<file path="src/hw/rtl/pbm_p4_to_gray_decoder_macros.svh">
// ----------------------------------------------------------------------------
// PBM decoder assertion macros
// Shared concurrent assertion forms, synchronous to a clock, off during reset.
// ----------------------------------------------------------------------------
`ifndef PBM_P4_TO_GRAY_DECODER_MACROS_SVH
`define PBM_P4_TO_GRAY_DECODER_MACROS_SVH

// same-cycle implication
`define PBM_ASSERT_IMPL(lbl, clk, rst_n, ante, cons) \
    lbl: assert property (@(posedge clk) disable iff (!(rst_n)) (ante) |-> (cons)) \
        else $error("pbm decoder: assertion failed");

// next-cycle implication
`define PBM_ASSERT_NEXT(lbl, clk, rst_n, ante, cons) \
    lbl: assert property (@(posedge clk) disable iff (!(rst_n)) (ante) |=> (cons)) \
        else $error("pbm decoder: assertion failed");

`endif

</file>
<file path="src/hw/rtl/pbm_pkg.sv">
// ----------------------------------------------------------------------------
// PBM decoder package
// Character codes, result kinds, parser phases and the queue entry type.
// ----------------------------------------------------------------------------
`timescale 1ns / 1ps
`default_nettype none

package pbm_pkg;

    localparam logic [7:0] CH_P     = 8'h50;
    localparam logic [7:0] CH_4     = 8'h34;
    localparam logic [7:0] CH_HASH  = 8'h23;
    localparam logic [7:0] CH_SPACE = 8'h20;
    localparam logic [7:0] CH_NL    = 8'h0A;
    localparam logic [7:0] CH_0     = 8'h30;
    localparam logic [7:0] CH_9     = 8'h39;

    localparam logic [7:0] PIX_BLACK = 8'h00;
    localparam logic [7:0] PIX_WHITE = 8'hFF;

    localparam int unsigned OUT_DIM_W = 14;

    localparam logic [1:0] KIND_PIXEL  = 2'd0;
    localparam logic [1:0] KIND_HEADER = 2'd1;
    localparam logic [1:0] KIND_ERROR  = 2'd2;

    typedef enum logic [3:0] {
        PH_P,
        PH_4,
        PH_NL,
        PH_FIRST,
        PH_COMMENT,
        PH_WIDTH,
        PH_HEIGHT,
        PH_DATA,
        PH_ERROR
    } t_phase;

    typedef enum logic [1:0] {
        CMD_ERROR,
        CMD_HEADER,
        CMD_DATA
    } t_cmd;

    typedef struct packed {
        t_cmd       cmd;
        logic [7:0] data;
    } t_qent;

endpackage

`default_nettype wire

</file>
<file path="src/hw/rtl/pbm_in_if.sv">
// ----------------------------------------------------------------------------
// PBM byte channel
// Valid/ready channel carrying one raw file byte per request.
// ----------------------------------------------------------------------------
`timescale 1ns / 1ps
`default_nettype none

interface pbm_in_if;
    logic       valid;
    logic       ready;
    logic [7:0] data_byte;

    modport source (output valid, output data_byte, input ready);
    modport sink   (input valid, input data_byte, output ready);
endinterface

`default_nettype wire

</file>
<file path="src/hw/rtl/pbm_out_if.sv">
// ----------------------------------------------------------------------------
// PBM result channel
// Valid/ready channel carrying one pixel, header or error result per request.
// ----------------------------------------------------------------------------
`timescale 1ns / 1ps
`default_nettype none

interface pbm_out_if;
    logic        valid;
    logic        ready;
    logic [1:0]  kind;
    logic [7:0]  pixel;
    logic        row_end;
    logic        image_end;
    logic [13:0] image_width;
    logic [13:0] image_height;
    logic        last;

    modport source (output valid, output kind, output pixel, output row_end,
                    output image_end, output image_width, output image_height,
                    output last, input ready);
    modport sink   (input valid, input kind, input pixel, input row_end,
                    input image_end, input image_width, input image_height,
                    input last, output ready);
endinterface

`default_nettype wire

</file>
<file path="src/hw/rtl/pbm_p4_to_gray_decoder.sv">
// ----------------------------------------------------------------------------
// PBM P4 to gray decoder
// Parses a binary PBM stream byte by byte and emits 8-bit gray pixels.
//
// i_in carries one file byte per request; o_out carries pixel, header and
// error results, with last set on the final result of each input byte.
// A header parser accepts bytes whenever its two-entry command queue has
// room; the pixel expander drains the queue into a registered output slot.
// A header or error result passes through the queue and the output slot;
// each pixel of a data byte passes through the queue, the expander's byte
// register and the output slot. The expander pops a data byte, emits its
// pixels one by one and pops the next command only after the last pixel.
// When o_out stalls the output slot holds, the expander waits, the queue
// fills and i_in.ready drops. Reset clears the parser to expect the magic
// and empties the queue and output slot.
// A mismatch in the magic gives one error result and later bytes are dropped.
// ----------------------------------------------------------------------------
`timescale 1ns / 1ps
`default_nettype none

module pbm_p4_to_gray_decoder #(
    parameter int unsigned MAX_DIM = 16383
) (
    input  wire          i_clk,
    input  wire          i_rst_n,
    pbm_in_if.sink       i_in,
    pbm_out_if.source    o_out
);
    import pbm_pkg::*;

    localparam int unsigned DIM_W = $clog2(MAX_DIM + 1);

    logic             q_full;
    logic             q_valid;
    logic             q_push;
    logic             q_pop;
    t_qent            q_push_ent;
    t_qent            q_ent;
    logic [DIM_W-1:0] width;
    logic [DIM_W-1:0] height;

    pbm_front #(
        .MAX_DIM (MAX_DIM)
    ) u_front (
        .i_clk      (i_clk),
        .i_rst_n    (i_rst_n),
        .i_in       (i_in),
        .i_q_full   (q_full),
        .o_push     (q_push),
        .o_push_ent (q_push_ent),
        .o_width    (width),
        .o_height   (height)
    );

    pbm_queue u_queue (
        .i_clk      (i_clk),
        .i_rst_n    (i_rst_n),
        .i_push     (q_push),
        .i_push_ent (q_push_ent),
        .o_full     (q_full),
        .o_valid    (q_valid),
        .o_ent      (q_ent),
        .i_pop      (q_pop)
    );

    pbm_back #(
        .MAX_DIM (MAX_DIM)
    ) u_back (
        .i_clk     (i_clk),
        .i_rst_n   (i_rst_n),
        .i_q_valid (q_valid),
        .i_q_ent   (q_ent),
        .o_q_pop   (q_pop),
        .i_width   (width),
        .i_height  (height),
        .o_out     (o_out)
    );

endmodule

`default_nettype wire

</file>
<file path="src/hw/rtl/pbm_front.sv">
// ----------------------------------------------------------------------------
// PBM header parser
// Checks the magic, skips the comment, parses width and height, and queues
// error, header and data-byte commands for the pixel expander.
// ----------------------------------------------------------------------------
`timescale 1ns / 1ps
`default_nettype none

module pbm_front #(
    parameter int unsigned MAX_DIM = 16383
) (
    input  wire                           i_clk,
    input  wire                           i_rst_n,
    pbm_in_if.sink                        i_in,
    input  wire                           i_q_full,
    output logic                          o_push,
    output pbm_pkg::t_qent                o_push_ent,
    output logic [$clog2(MAX_DIM+1)-1:0]  o_width,
    output logic [$clog2(MAX_DIM+1)-1:0]  o_height
);
    import pbm_pkg::*;

    localparam int unsigned DIM_W = $clog2(MAX_DIM + 1);
    localparam int unsigned ACC_W = DIM_W + 4;

    t_phase             r_phase, n_phase;
    logic [DIM_W-1:0]   r_width, n_width;
    logic [DIM_W-1:0]   r_height, n_height;
    logic               r_stopped, n_stopped;
    logic               accept;
    logic               is_digit;
    logic [DIM_W-1:0]   width_acc;
    logic [DIM_W-1:0]   height_acc;

    function automatic logic [DIM_W-1:0] f_mac10(input logic [DIM_W-1:0] acc,
                                                 input logic [3:0] digit);
        logic [ACC_W-1:0] v;
        v = (ACC_W'(acc) << 3) + (ACC_W'(acc) << 1) + ACC_W'(digit);
        if (v > ACC_W'(MAX_DIM)) begin
            v = ACC_W'(MAX_DIM);
        end
        return v[DIM_W-1:0];
    endfunction

    assign i_in.ready = !i_q_full;
    assign accept     = i_in.valid && !i_q_full;
    assign is_digit   = (i_in.data_byte >= CH_0) && (i_in.data_byte <= CH_9);
    assign width_acc  = (r_stopped || !is_digit) ? r_width
                                                 : f_mac10(r_width, i_in.data_byte[3:0]);
    assign height_acc = (r_stopped || !is_digit) ? r_height
                                                 : f_mac10(r_height, i_in.data_byte[3:0]);
    assign o_width    = r_width;
    assign o_height   = r_height;

    always_ff @(posedge i_clk) begin
        if (!i_rst_n) begin
            r_phase   <= PH_P;
            r_width   <= '0;
            r_height  <= '0;
            r_stopped <= 1'b0;
        end else begin
            r_phase   <= n_phase;
            r_width   <= n_width;
            r_height  <= n_height;
            r_stopped <= n_stopped;
        end
    end

    always_comb begin
        n_phase         = r_phase;
        n_width         = r_width;
        n_height        = r_height;
        n_stopped       = r_stopped;
        o_push          = 1'b0;
        o_push_ent.cmd  = CMD_DATA;
        o_push_ent.data = i_in.data_byte;
        if (accept) begin
            unique case (r_phase)
                PH_P, PH_4, PH_NL: begin
                    if ((r_phase == PH_P  && i_in.data_byte != CH_P) ||
                        (r_phase == PH_4  && i_in.data_byte != CH_4) ||
                        (r_phase == PH_NL && i_in.data_byte != CH_NL)) begin
                        n_phase        = PH_ERROR;
                        o_push         = 1'b1;
                        o_push_ent.cmd = CMD_ERROR;
                    end else if (r_phase == PH_P) begin
                        n_phase = PH_4;
                    end else if (r_phase == PH_4) begin
                        n_phase = PH_NL;
                    end else begin
                        n_phase = PH_FIRST;
                    end
                end
                PH_FIRST: begin
                    if (i_in.data_byte == CH_HASH) begin
                        n_phase = PH_COMMENT;
                    end else begin
                        n_width   = width_acc;
                        n_stopped = r_stopped || !is_digit;
                        n_phase   = PH_WIDTH;
                    end
                end
                PH_COMMENT: begin
                    if (i_in.data_byte == CH_NL) begin
                        n_phase = PH_WIDTH;
                    end
                end
                PH_WIDTH: begin
                    if (i_in.data_byte == CH_SPACE) begin
                        n_stopped = 1'b0;
                        n_phase   = PH_HEIGHT;
                    end else begin
                        n_width   = width_acc;
                        n_stopped = r_stopped || !is_digit;
                    end
                end
                PH_HEIGHT: begin
                    if (i_in.data_byte == CH_NL) begin
                        n_phase        = PH_DATA;
                        o_push         = 1'b1;
                        o_push_ent.cmd = CMD_HEADER;
                    end else begin
                        n_height  = height_acc;
                        n_stopped = r_stopped || !is_digit;
                    end
                end
                PH_DATA: begin
                    o_push = 1'b1;
                end
                PH_ERROR: begin
                end
                default: begin
                    n_phase = PH_ERROR;
                end
            endcase
        end
    end

endmodule

`default_nettype wire

</file>
<file path="src/hw/rtl/pbm_queue.sv">
// ----------------------------------------------------------------------------
// PBM command queue
// Two-entry queue between the header parser and the pixel expander.
// ----------------------------------------------------------------------------
`timescale 1ns / 1ps
`default_nettype none

module pbm_queue (
    input  wire             i_clk,
    input  wire             i_rst_n,
    input  wire             i_push,
    input  pbm_pkg::t_qent  i_push_ent,
    output logic            o_full,
    output logic            o_valid,
    output pbm_pkg::t_qent  o_ent,
    input  wire             i_pop
);
    import pbm_pkg::*;

    `include "pbm_p4_to_gray_decoder_macros.svh"

    t_qent      r_mem [2];
    logic       r_wptr;
    logic       r_rptr;
    logic [1:0] r_count;

    assign o_full  = (r_count == 2'd2);
    assign o_valid = (r_count != 2'd0);
    assign o_ent   = r_mem[r_rptr];

    always_ff @(posedge i_clk) begin
        if (i_push) begin
            r_mem[r_wptr] <= i_push_ent;
        end
    end

    always_ff @(posedge i_clk) begin
        if (!i_rst_n) begin
            r_wptr  <= 1'b0;
            r_rptr  <= 1'b0;
            r_count <= 2'd0;
        end else begin
            if (i_push) begin
                r_wptr <= ~r_wptr;
            end
            if (i_pop) begin
                r_rptr <= ~r_rptr;
            end
            if (i_push && !i_pop) begin
                r_count <= r_count + 2'd1;
            end else if (i_pop && !i_push) begin
                r_count <= r_count - 2'd1;
            end
        end
    end

    `PBM_ASSERT_IMPL(a_no_overflow, i_clk, i_rst_n, i_push, !o_full)
    `PBM_ASSERT_IMPL(a_no_underflow, i_clk, i_rst_n, i_pop, o_valid)
    `PBM_ASSERT_IMPL(a_ptr_count, i_clk, i_rst_n, (r_count == 2'd0 || r_count == 2'd2), r_wptr == r_rptr)

endmodule

`default_nettype wire

</file>
<file path="src/hw/rtl/pbm_back.sv">
// ----------------------------------------------------------------------------
// PBM pixel expander
// Pops queued commands, emits header and error results, and expands each
// data byte MSB first into gray pixels, tracking column and row.
// ----------------------------------------------------------------------------
`timescale 1ns / 1ps
`default_nettype none

module pbm_back #(
    parameter int unsigned MAX_DIM = 16383
) (
    input  wire                           i_clk,
    input  wire                           i_rst_n,
    input  wire                           i_q_valid,
    input  pbm_pkg::t_qent                i_q_ent,
    output logic                          o_q_pop,
    input  wire [$clog2(MAX_DIM+1)-1:0]   i_width,
    input  wire [$clog2(MAX_DIM+1)-1:0]   i_height,
    pbm_out_if.source                     o_out
);
    import pbm_pkg::*;

    `include "pbm_p4_to_gray_decoder_macros.svh"

    localparam int unsigned DIM_W = $clog2(MAX_DIM + 1);
    localparam int unsigned CNT_W = DIM_W + 4;

    logic                  r_busy, n_busy;
    logic                  r_done, n_done;
    logic [7:0]            r_byte, n_byte;
    logic [2:0]            r_bit, n_bit;
    logic [CNT_W-1:0]      r_col, n_col;
    logic [DIM_W-1:0]      r_row, n_row;

    logic                  r_o_valid;
    logic [1:0]            r_o_kind, n_o_kind;
    logic [7:0]            r_o_pixel, n_o_pixel;
    logic                  r_o_row_end, n_o_row_end;
    logic                  r_o_image_end, n_o_image_end;
    logic [OUT_DIM_W-1:0]  r_o_width, n_o_width;
    logic [OUT_DIM_W-1:0]  r_o_height, n_o_height;
    logic                  r_o_last, n_o_last;

    logic                  out_free;
    logic                  load;
    logic [CNT_W-1:0]      cw;
    logic [CNT_W-1:0]      col_now;
    logic [CNT_W-1:0]      col_inc;
    logic [CNT_W-1:0]      col8;
    logic [DIM_W:0]        row_inc;
    logic                  pix_last;
    logic                  row_end;

    assign out_free = !r_o_valid || o_out.ready;
    assign cw       = CNT_W'(i_width);
    assign col_now  = r_col + CNT_W'(r_bit);
    assign col_inc  = col_now + CNT_W'(1);
    assign col8     = r_col + CNT_W'(8);
    assign row_inc  = {1'b0, r_row} + (DIM_W+1)'(1);
    assign row_end  = (col_inc == cw);
    assign pix_last = (r_bit == 3'd7) || (col_inc >= cw);

    always_comb begin
        n_busy        = r_busy;
        n_done        = r_done;
        n_byte        = r_byte;
        n_bit         = r_bit;
        n_col         = r_col;
        n_row         = r_row;
        o_q_pop       = 1'b0;
        load          = 1'b0;
        n_o_kind      = KIND_PIXEL;
        n_o_pixel     = PIX_BLACK;
        n_o_row_end   = 1'b0;
        n_o_image_end = 1'b0;
        n_o_width     = '0;
        n_o_height    = '0;
        n_o_last      = 1'b0;
        if (out_free) begin
            if (r_busy) begin
                load          = 1'b1;
                n_o_pixel     = r_byte[~r_bit] ? PIX_BLACK : PIX_WHITE;
                n_o_row_end   = row_end;
                n_o_image_end = row_end && (row_inc == {1'b0, i_height});
                n_o_last      = pix_last;
                if (pix_last) begin
                    n_busy = 1'b0;
                    if (col8 >= cw) begin
                        n_col = '0;
                        n_row = row_inc[DIM_W-1:0];
                        if (row_inc >= {1'b0, i_height}) begin
                            n_done = 1'b1;
                        end
                    end else begin
                        n_col = col8;
                    end
                end else begin
                    n_bit = r_bit + 3'd1;
                end
            end else if (i_q_valid) begin
                o_q_pop = 1'b1;
                unique case (i_q_ent.cmd)
                    CMD_ERROR: begin
                        load     = 1'b1;
                        n_o_kind = KIND_ERROR;
                        n_o_last = 1'b1;
                    end
                    CMD_HEADER: begin
                        load       = 1'b1;
                        n_o_kind   = KIND_HEADER;
                        n_o_width  = OUT_DIM_W'(i_width);
                        n_o_height = OUT_DIM_W'(i_height);
                        n_o_last   = 1'b1;
                        n_col      = '0;
                        n_row      = '0;
                        n_done     = (i_width == '0) || (i_height == '0);
                    end
                    CMD_DATA: begin
                        if (!r_done) begin
                            n_busy = 1'b1;
                            n_byte = i_q_ent.data;
                            n_bit  = 3'd0;
                        end
                    end
                    default: begin
                    end
                endcase
            end
        end
    end

    always_ff @(posedge i_clk) begin
        if (!i_rst_n) begin
            r_busy    <= 1'b0;
            r_done    <= 1'b0;
            r_bit     <= 3'd0;
            r_col     <= '0;
            r_row     <= '0;
            r_o_valid <= 1'b0;
        end else begin
            r_busy <= n_busy;
            r_done <= n_done;
            r_bit  <= n_bit;
            r_col  <= n_col;
            r_row  <= n_row;
            if (load) begin
                r_o_valid <= 1'b1;
            end else if (o_out.ready) begin
                r_o_valid <= 1'b0;
            end
        end
    end

    always_ff @(posedge i_clk) begin
        r_byte <= n_byte;
        if (load) begin
            r_o_kind      <= n_o_kind;
            r_o_pixel     <= n_o_pixel;
            r_o_row_end   <= n_o_row_end;
            r_o_image_end <= n_o_image_end;
            r_o_width     <= n_o_width;
            r_o_height    <= n_o_height;
            r_o_last      <= n_o_last;
        end
    end

    assign o_out.valid        = r_o_valid;
    assign o_out.kind         = r_o_kind;
    assign o_out.pixel        = r_o_pixel;
    assign o_out.row_end      = r_o_row_end;
    assign o_out.image_end    = r_o_image_end;
    assign o_out.image_width  = r_o_width;
    assign o_out.image_height = r_o_height;
    assign o_out.last         = r_o_last;

    `PBM_ASSERT_IMPL(a_busy_not_done, i_clk, i_rst_n, r_busy, !r_done)
    `PBM_ASSERT_IMPL(a_col_in_row, i_clk, i_rst_n, r_busy, col_now < cw)
    `PBM_ASSERT_NEXT(a_header_result, i_clk, i_rst_n, o_q_pop && i_q_ent.cmd == CMD_HEADER, r_o_valid && r_o_kind == KIND_HEADER && r_o_last)

endmodule

`default_nettype wire
</file>
<file path="src/flat_wrapper.sv">
// flat-port wrapper written by rule: the top's interface ports become plain ports
module pbm_p4_to_gray_decoder_flat import pbm_pkg::*;
#(
    parameter int unsigned MAX_DIM = 16383
)
  (i_clk, i_rst_n, i_in_valid, i_in_data_byte, i_in_ready, o_out_valid, o_out_kind, o_out_pixel, o_out_row_end, o_out_image_end, o_out_image_width, o_out_image_height, o_out_last, o_out_ready);
  pbm_in_if i_in_i ();
  pbm_out_if o_out_i ();
  input  wire i_clk;
  input  wire i_rst_n;
  input wire logic [$bits(i_in_i.valid)-1:0] i_in_valid;
  input wire logic [$bits(i_in_i.data_byte)-1:0] i_in_data_byte;
  output wire logic [$bits(i_in_i.ready)-1:0] i_in_ready;
  output wire logic [$bits(o_out_i.valid)-1:0] o_out_valid;
  output wire logic [$bits(o_out_i.kind)-1:0] o_out_kind;
  output wire logic [$bits(o_out_i.pixel)-1:0] o_out_pixel;
  output wire logic [$bits(o_out_i.row_end)-1:0] o_out_row_end;
  output wire logic [$bits(o_out_i.image_end)-1:0] o_out_image_end;
  output wire logic [$bits(o_out_i.image_width)-1:0] o_out_image_width;
  output wire logic [$bits(o_out_i.image_height)-1:0] o_out_image_height;
  output wire logic [$bits(o_out_i.last)-1:0] o_out_last;
  input wire logic [$bits(o_out_i.ready)-1:0] o_out_ready;
  assign i_in_i.valid = i_in_valid;
  assign i_in_i.data_byte = i_in_data_byte;
  assign i_in_ready = i_in_i.ready;
  assign o_out_valid = o_out_i.valid;
  assign o_out_kind = o_out_i.kind;
  assign o_out_pixel = o_out_i.pixel;
  assign o_out_row_end = o_out_i.row_end;
  assign o_out_image_end = o_out_i.image_end;
  assign o_out_image_width = o_out_i.image_width;
  assign o_out_image_height = o_out_i.image_height;
  assign o_out_last = o_out_i.last;
  assign o_out_i.ready = o_out_ready;
  pbm_p4_to_gray_decoder #(.MAX_DIM(MAX_DIM)) u_core (.i_clk(i_clk), .i_rst_n(i_rst_n), .i_in(i_in_i), .o_out(o_out_i));
endmodule
</file>
<file path="config.mk">
export PLATFORM = sky130hd
export DESIGN_NAME = pbm_p4_to_gray_decoder_flat
export DESIGN_NICKNAME = d
export VERILOG_FILES = /design/src/hw/rtl/pbm_pkg.sv /design/src/hw/rtl/pbm_in_if.sv /design/src/hw/rtl/pbm_out_if.sv /design/src/hw/rtl/pbm_p4_to_gray_decoder.sv /design/src/hw/rtl/pbm_front.sv /design/src/hw/rtl/pbm_queue.sv /design/src/hw/rtl/pbm_back.sv /design/src/flat_wrapper.sv
export VERILOG_INCLUDE_DIRS = /design/src /design/src/hw/rtl
export SDC_FILE = /design/constraint.sdc
export NUM_CORES = 1
export LEC_CHECK = 0
export BUFFER_PORTS_ARGS = -buffer_cell sky130_fd_sc_hd__buf_4
export CORE_ASPECT_RATIO = 0.75
export CORE_UTILIZATION = 53
export DETAILED_ROUTE_END_ITERATION = 10
export HOLD_SLACK_MARGIN = 0.05
export PLACE_DENSITY = 0.72
export RECOVER_POWER = 50
export SLEW_MARGIN = 30
export SYNTH_ARGS = -nofsm -noshare
export SYNTH_HDL_FRONTEND = slang
export SYNTH_HIERARCHICAL = 1
export SYNTH_SLANG_ARGS = --single-unit
</file>
<file path="constraint.sdc">
create_clock -name i_clk -period 3.59 [get_ports i_clk]
set_clock_uncertainty 0.2 [all_clocks]
set_input_delay 0.359 -clock i_clk [delete_from_list [all_inputs] [get_ports i_clk]]
set_output_delay 0.359 -clock i_clk [all_outputs]
set_load 0.01 [all_outputs]
</file>
== Word-level counts from Yosys, hierarchy flattened ==
Memory sizes are Yosys's and may differ from the RTL's. A register that Yosys moved wholly into a read port is not among the register bits.
Cells that the tools add are included.
Operators by class
  $add $sub $neg: 11
  magnitude comparators: 8
  equal/unequal tests: 31
  bitwise gates (word level): 11
  reduce and logical (&&, ||, !) cells: 46
  multiplexer cells: 72
Operators with widths (number)
  two-way mux 14 bit: 10
  two-way mux 18 bit: 5
  adder 17 x 15 -> 18 bit: 2
  adder 18 x 4 -> 18 bit: 2
  greater-or-equal comparator 18 x 14 -> 1 bit: 2
  greater-than comparator 18 x 14 -> 1 bit, second input constant: 2
  two-way mux 1 bit: 34
  zero test 14 bit: 2
  case mux 14 bit (2 select lines): 1
  case mux 4 bit (6 select lines): 1
  AND reduction 5 bit: 4
  adder 18 x 1 -> 18 bit, second input constant: 1
  adder 18 x 3 -> 18 bit: 1
  adder 18 x 4 -> 18 bit, second input constant: 1
  == test 18 x 14 -> 1 bit: 1
  == test 4 x 3 -> 1 bit, second input constant: 4
  == test 8 x 6 -> 1 bit, second input constant: 2
  two-way mux 4 bit: 4
  != test 2 bit, second input constant: 8
  AND reduction 4 bit: 4
  adder 14 x 1 -> 15 bit, second input constant: 1
  == test 15 x 14 -> 1 bit: 1
  greater-or-equal comparator 15 x 14 -> 1 bit: 1
  two-way mux 3 bit: 5
  other kinds (36): 80
Word-level totals
  memories kept: 1
  bits of input ports: 12
  word-level logic and storage cells: 201
  output and inout bits: 43
  memory bits (writable): 20
  register bits: 124
Memory list
  u_core.u_queue.r_mem: depth 2, width 10, read ports 1, clocked after memory_dff 1, write ports 1, RTL line pbm_queue.sv:22  | t_qent r_mem [2];

== Logic depth before layout (Yosys ltp) ==
  word-level depth: 11
  mapped depth: 15
  mapped depth without buffers: 13

== Hierarchy ==
Netlist, hierarchy kept.
Modules (own cells, without submodules)
  pbm_back: times used 1, seq. area each 1961.9 µm², area each 4993.5 µm², cells an instance 527
  pbm_front: times used 1, seq. area each 660.6 µm², area each 3352.0 µm², cells an instance 399
  pbm_queue: times used 1, seq. area each 700.7 µm², area each 939.7 µm², cells an instance 53

== Worst setup path after synthesis ==
No wires, ideal clock.
  path kind: reg-to-reg
  from: register u_core.u_back.r_bit[0]
  to: register u_core.u_back.r_done
  stages on the path, launching flop included: 15
  arrival: 3.212 ns
  path slack: 0.120 ns
  required time: 3.331 ns
  setup time: 0.059 ns
  cells stage by stage: dfxtp_1 clkbuf_1 ha_1 nand2_1 nor3_1 xor2_1 ha_1 nand4_1 or2_2 nor2_1 o41a_1 o31ai_2 clkbuf_1 clkbuf_1 o221a_2
On the way
  word-level cells in the longest chain between the ends: 6
  elaborated cells on any way between the ends: 7
  classes of those cells: add/sub: 2; order compare: 1; eq/ne: 2; reduce/logical: 2
RTL lines
  start, declared: RTL line pbm_back.sv:31  | logic [2:0] r_bit, n_bit;
  start signal, assigned: RTL line pbm_back.sv:143  | r_bit <= n_bit;
  adder 18 x 3 -> 18 bit: RTL line pbm_back.sv:56  | assign col_now = r_col + CNT_W'(r_bit);
  adder 18 x 1 -> 18 bit: RTL line pbm_back.sv:57  | assign col_inc = col_now + CNT_W'(1);
  greater-or-equal comparator 18 x 14 -> 1 bit: RTL line pbm_back.sv:61  | assign pix_last = (r_bit == 3'd7) || (col_inc >= cw);
  logical OR 1 bit (*): RTL line pbm_back.sv:61
  != test 2 x 1 -> 1 bit (no source line) (*)
  AND reduction 6 bit (no source line) (*)
  end signal, assigned: RTL line pbm_back.sv:142  | r_done <= n_done;
  end, declared: RTL line pbm_back.sv:29  | logic r_done, n_done;
Every way passes the cells marked *; elsewhere a longest branch is shown, timed or not.
A chain may end at the register's enable or synchronous reset.

== Final worst setup path ==
  from: register u_core.u_back.r_col[4]
  to: register u_core.u_back.r_col[11]
On the way
  word-level cells in the longest chain between the ends: 6
  elaborated cells on any way between the ends: 11
  classes of those cells: add/sub: 3; order compare: 2; eq/ne: 1; mux: 3; reduce/logical: 2
RTL lines
  start, declared: RTL line pbm_back.sv:32  | logic [CNT_W-1:0] r_col, n_col;
  start signal, assigned: RTL line pbm_back.sv:144  | r_col <= n_col;
  adder 18 x 3 -> 18 bit: RTL line pbm_back.sv:56
  adder 18 x 1 -> 18 bit: RTL line pbm_back.sv:57
  greater-or-equal comparator 18 x 14 -> 1 bit: RTL line pbm_back.sv:61
  logical OR 1 bit: RTL line pbm_back.sv:61
  != test 2 x 1 -> 1 bit (no source line)
  AND reduction 4 bit (no source line)
Several ways; a longest one is shown, not always the timed one. The select of a mux whose other input is x is not followed.

==> impl_metrics.json <==
{
  "maxSlewViolCount": 0,
  "required_ps": 3730,
  "slowest_stage": "or4b_1",
  "multi_input_area_sq_um": 5560,
  "clock-sinks": 135,
  "yosysTopAreaCell": "edfxtp_1",
  "hold_end": "u_core/u_front/r_phase[1]$_SDFFE_PN0P_",
  "fmax_mhz": 285,
  "synth.distinct_cells": 80,
  "diodes": 0,
  "place_inst": 1281,
  "wl_per_cell_um": 17.8,
  "slew_headroom_pct": 30.0,
  "htreeDepth": 4,
  "fin_cells": 1336,
  "pre_cts_ws_ps": -124,
  "crit_path_end_kind": "flip-flop",
  "ys_warn_count": 6,
  "dp_hpwl_um": 17100,
  "power_leakage_nw": 4.55,
  "setup_viol": 0,
  "timing.rr.end": "u_core/u_back/r_col[11]$_SDFFE_PN0P_",
  "avgSynthCellArea_sq_um": 9.48,
  "hold_depth": 5,
  "ir_drop_mv": 0.274,
  "drt_iter0_markers": 503,
  "crit_start": "u_core/u_back/r_col[4]$_SDFFE_PN0P_",
  "syn_area_sq_um": 9290,
  "synthToLayoutAreaGrowth_pct": 18.3,
  "layout_min_cycle_time_ps": 3510,
  "fin_ws_ps": 84.1,
  "clock_path_buffers": 2,
  "drive_gt1_share_pct": 17.5,
  "tightest_slew_ps": 1050,
  "min_period_over_period_pct": 97.7,
  "grt_pass1_wl_um": 37300,
  "drt_pass1_iterations": 5,
  "path_delay_family": "simple AND/OR/NAND/NOR gates",
  "critPathKind": "flip-flop to flip-flop",
  "grt_max_degree": 74,
  "worstSkewPairLatency_ps": 430,
  "coreArea_sq_um": 17000,
  "cts.clk_slew.worst_paths_ps": 70,
  "rr_startpoint": "u_core/u_back/r_col[4]$_SDFFE_PN0P_",
  "globalRoute.totalOverflow": 0,
  "yosysMostFrequentCell": "ha_1",
  "start_kind": "flip-flop",
  "synth_top_cells_by_count": "ha_1, dfxtp_1, a21oi_1",
  "status": "completed",
  "initial_core_util_pct": 54.7,
  "nFillCells": 1397,
  "crit_fanout": 10,
  "placed_area_sq_um": 10200,
  "yosysSeqAreaShare_pct": 35.8,
  "ios": 55,
  "grt_use_total_pct": 26.8,
  "path_buf_inv": 2,
  "cts-root-buf": "clkbuf_16",
  "grt_pass1_vias": 7233,
  "ys_ff_latch": 135,
  "ff_latch_area_sq_um": 3330,
  "die_w_um": 155,
  "holdCritStartpoint": "i_in_valid",
  "synth_edf_count": 62,
  "hold_path.class": "input port to flip-flop",
  "antenna_found_initial": 0,
  "dieHeight_um": 117,
  "tritoncts": "done",
  "drc": 0,
  "regToRegSetupSlack_ps": 80,
  "antenna_left": 0,
  "ys_async_sr_fraction_pct": 0,
  "viasPerCell": 5.90,
  "max_stage_delay_ps": 470,
  "gp_congestion": 0.962,
  "fp-row-count": 41,
  "netlist_instances": 979,
  "synth_ff_type": "dfxtp_1",
  "maxCapViolations": 0,
  "cts_made_buffers": 17,
  "dr_total_vias": 7883,
  "synth_nets": 1094,
  "design.final.nets": 1202,
  "utilization_pct": 64.7,
  "synth_area_leaders": "edfxtp_1, dfxtp_1, ha_1, a21oi_1, xor2_1",
  "hold_violations": 0,
  "powerDensity_nw_per_um2": 417,
  "rr_worst_depth": 14,
  "synth_top_cell_area_share_pct": 20.1,
  "portBuffers": 54,
  "wl_um": 23800,
  "worstPathCellList": "ha_4, nand4_1, nor2_1, xor2_1, ha_1, nand4_1, or2_2, nor2_1, o41a_1, o31ai_4, buf_12, buf_4, or4b_1, a21oi_1",
  "fin_area_sq_um": 11000,
  "cp.arrival_ps": 3650,
  "die-area_sq_um": 18100
}
kinds of logic (layout without fill, tap and decap cells):
family | after synthesis | count (layout) | share of synthesized area (%)
and+or+nand+nor | 316 | 316 | 19.0
buffers and inverters | 115 | 236 | 5.78
xor gates and xnor gates | 60 | 60 | 5.66
muxes | 21 | 21 | 2.68
AOI/OAI and AO/OA | 229 | 229 | 16.9
adders and majority gates | 103 | 103 | 14.2
DFF | 135 | 135 | 35.8
through the flow:
step / setup TNS (ps) / power (mW) / hold slack, ps
2_1_floorplan: 0 / 2.56 / 252
5_1_grt: -12.7 / 4.75 / 218
3_5_place_dp: -1480 / 2.98 / 285
3_3_place_gp: -41.4 / 2.97 / 267
4_1_cts: 0 / 4.74 / 98.7
6_report: 0 / 4.58 / 189
how the worst max path moves through the flow:
| stage | slack, ps | to | cells past startpoint |
|---|---|---|---|
| floorplan | 120 | u_core/u_back/r_done$_SDFFE_PN0P_ | 14 |
| global placement | -7 | u_core/u_back/r_row[5]$_SDFFE_PN0P_ | 14 |
| detailed placement | -120 | u_core/u_front/o_height[10]$_SDFFE_PN0P_ | 11 |
| CTS | 10 | u_core/u_back/r_col[10]$_SDFFE_PN0P_ | 14 |
| global route | -10 | u_core/u_back/r_done$_SDFFE_PN0P_ | 13 |
| finish | 80 | u_core/u_back/r_col[11]$_SDFFE_PN0P_ | 14 |
per-layer routing:
layer / GRT usage [%] / routed length (um)
met1: 40.0 / 11900
met2: 39.5 / 9970
met4: 7.79 / 323
met5: 0 / 0
met3: 4.53 / 1650
state kept, by name, indices dropped and copies added, names as in the netlist, 2 cells and up, named ones only:
register / count
u_core/u_front/o_width: 14
u_core/u_front/r_phase: 4
u_core/u_queue/r_count: 2
u_core/u_queue/r_mem: 20
u_core/u_back/r_bit: 3
u_core/u_back/r_byte: 8
u_core/u_back/o_out.image_height: 14
u_core/u_back/o_out.kind: 2
u_core/u_back/r_col: 15
u_core/u_back/o_out.image_width: 14
u_core/u_front/o_height: 14
u_core/u_back/r_row: 14
cells in the final DEF, fill, tap and decap left out, drive strengths merged, types with 7 or more instances in the layout:
cell type / instances
ha: 99
buf: 86
a21oi: 77
dfxtp: 73
clkbuf: 72
inv: 65
edfxtp: 62
o21ai: 55
nand2: 52
nor2: 49
and2: 34
xor2: 33
nand3: 31
xnor2: 27
nor3: 23
nand4: 23
nor2b: 19
nor4: 16
a21o: 15
and3: 14
or3: 12
o21a: 11
mux2: 11
nand2b: 8
mux2i: 8
a211oi: 8
nor3b: 7
where the power goes:
group          switching [mW]  internal, mW  total (mW)  leakage (nW)
clock network           0.749         0.984        1.73         0.284
registers               0.101          1.88        1.98          1.18
logic                   0.537         0.325       0.862          3.09
tightest hold or removal path, stage by stage:
cell and delay (ps):
buf_4 110, nand2_1 80, a21oi_1 50, nor2_1 80, o21a_1 120
repair_timing:
| item | 4_1_cts | 5_1_grt |
|---|---|---|
| hold buffers | 7 | 0 |
| pin swaps | 2 | 17 |
| gates cloned | 0 | 1 |
| gates resized for setup | 1 | 35 |
| setup endpoints to repair | 20 | 51 |
| endpoints found under the hold margin | 14 | 0 |
| setup buffers | 2 | 13 |
layout make-up:
type | instances | area share [%]
Tap cell | 236 | 2.69
Inverter | 56 | 1.91
Timing Repair Buffer | 148 | 9.10
Clock inverter | 15 | 1.45
Sequential cell | 135 | 30.4
Multi-Input combinational cell | 729 | 50.6
Clock buffer | 17 | 3.87
(Power assumes the default switching activity.)
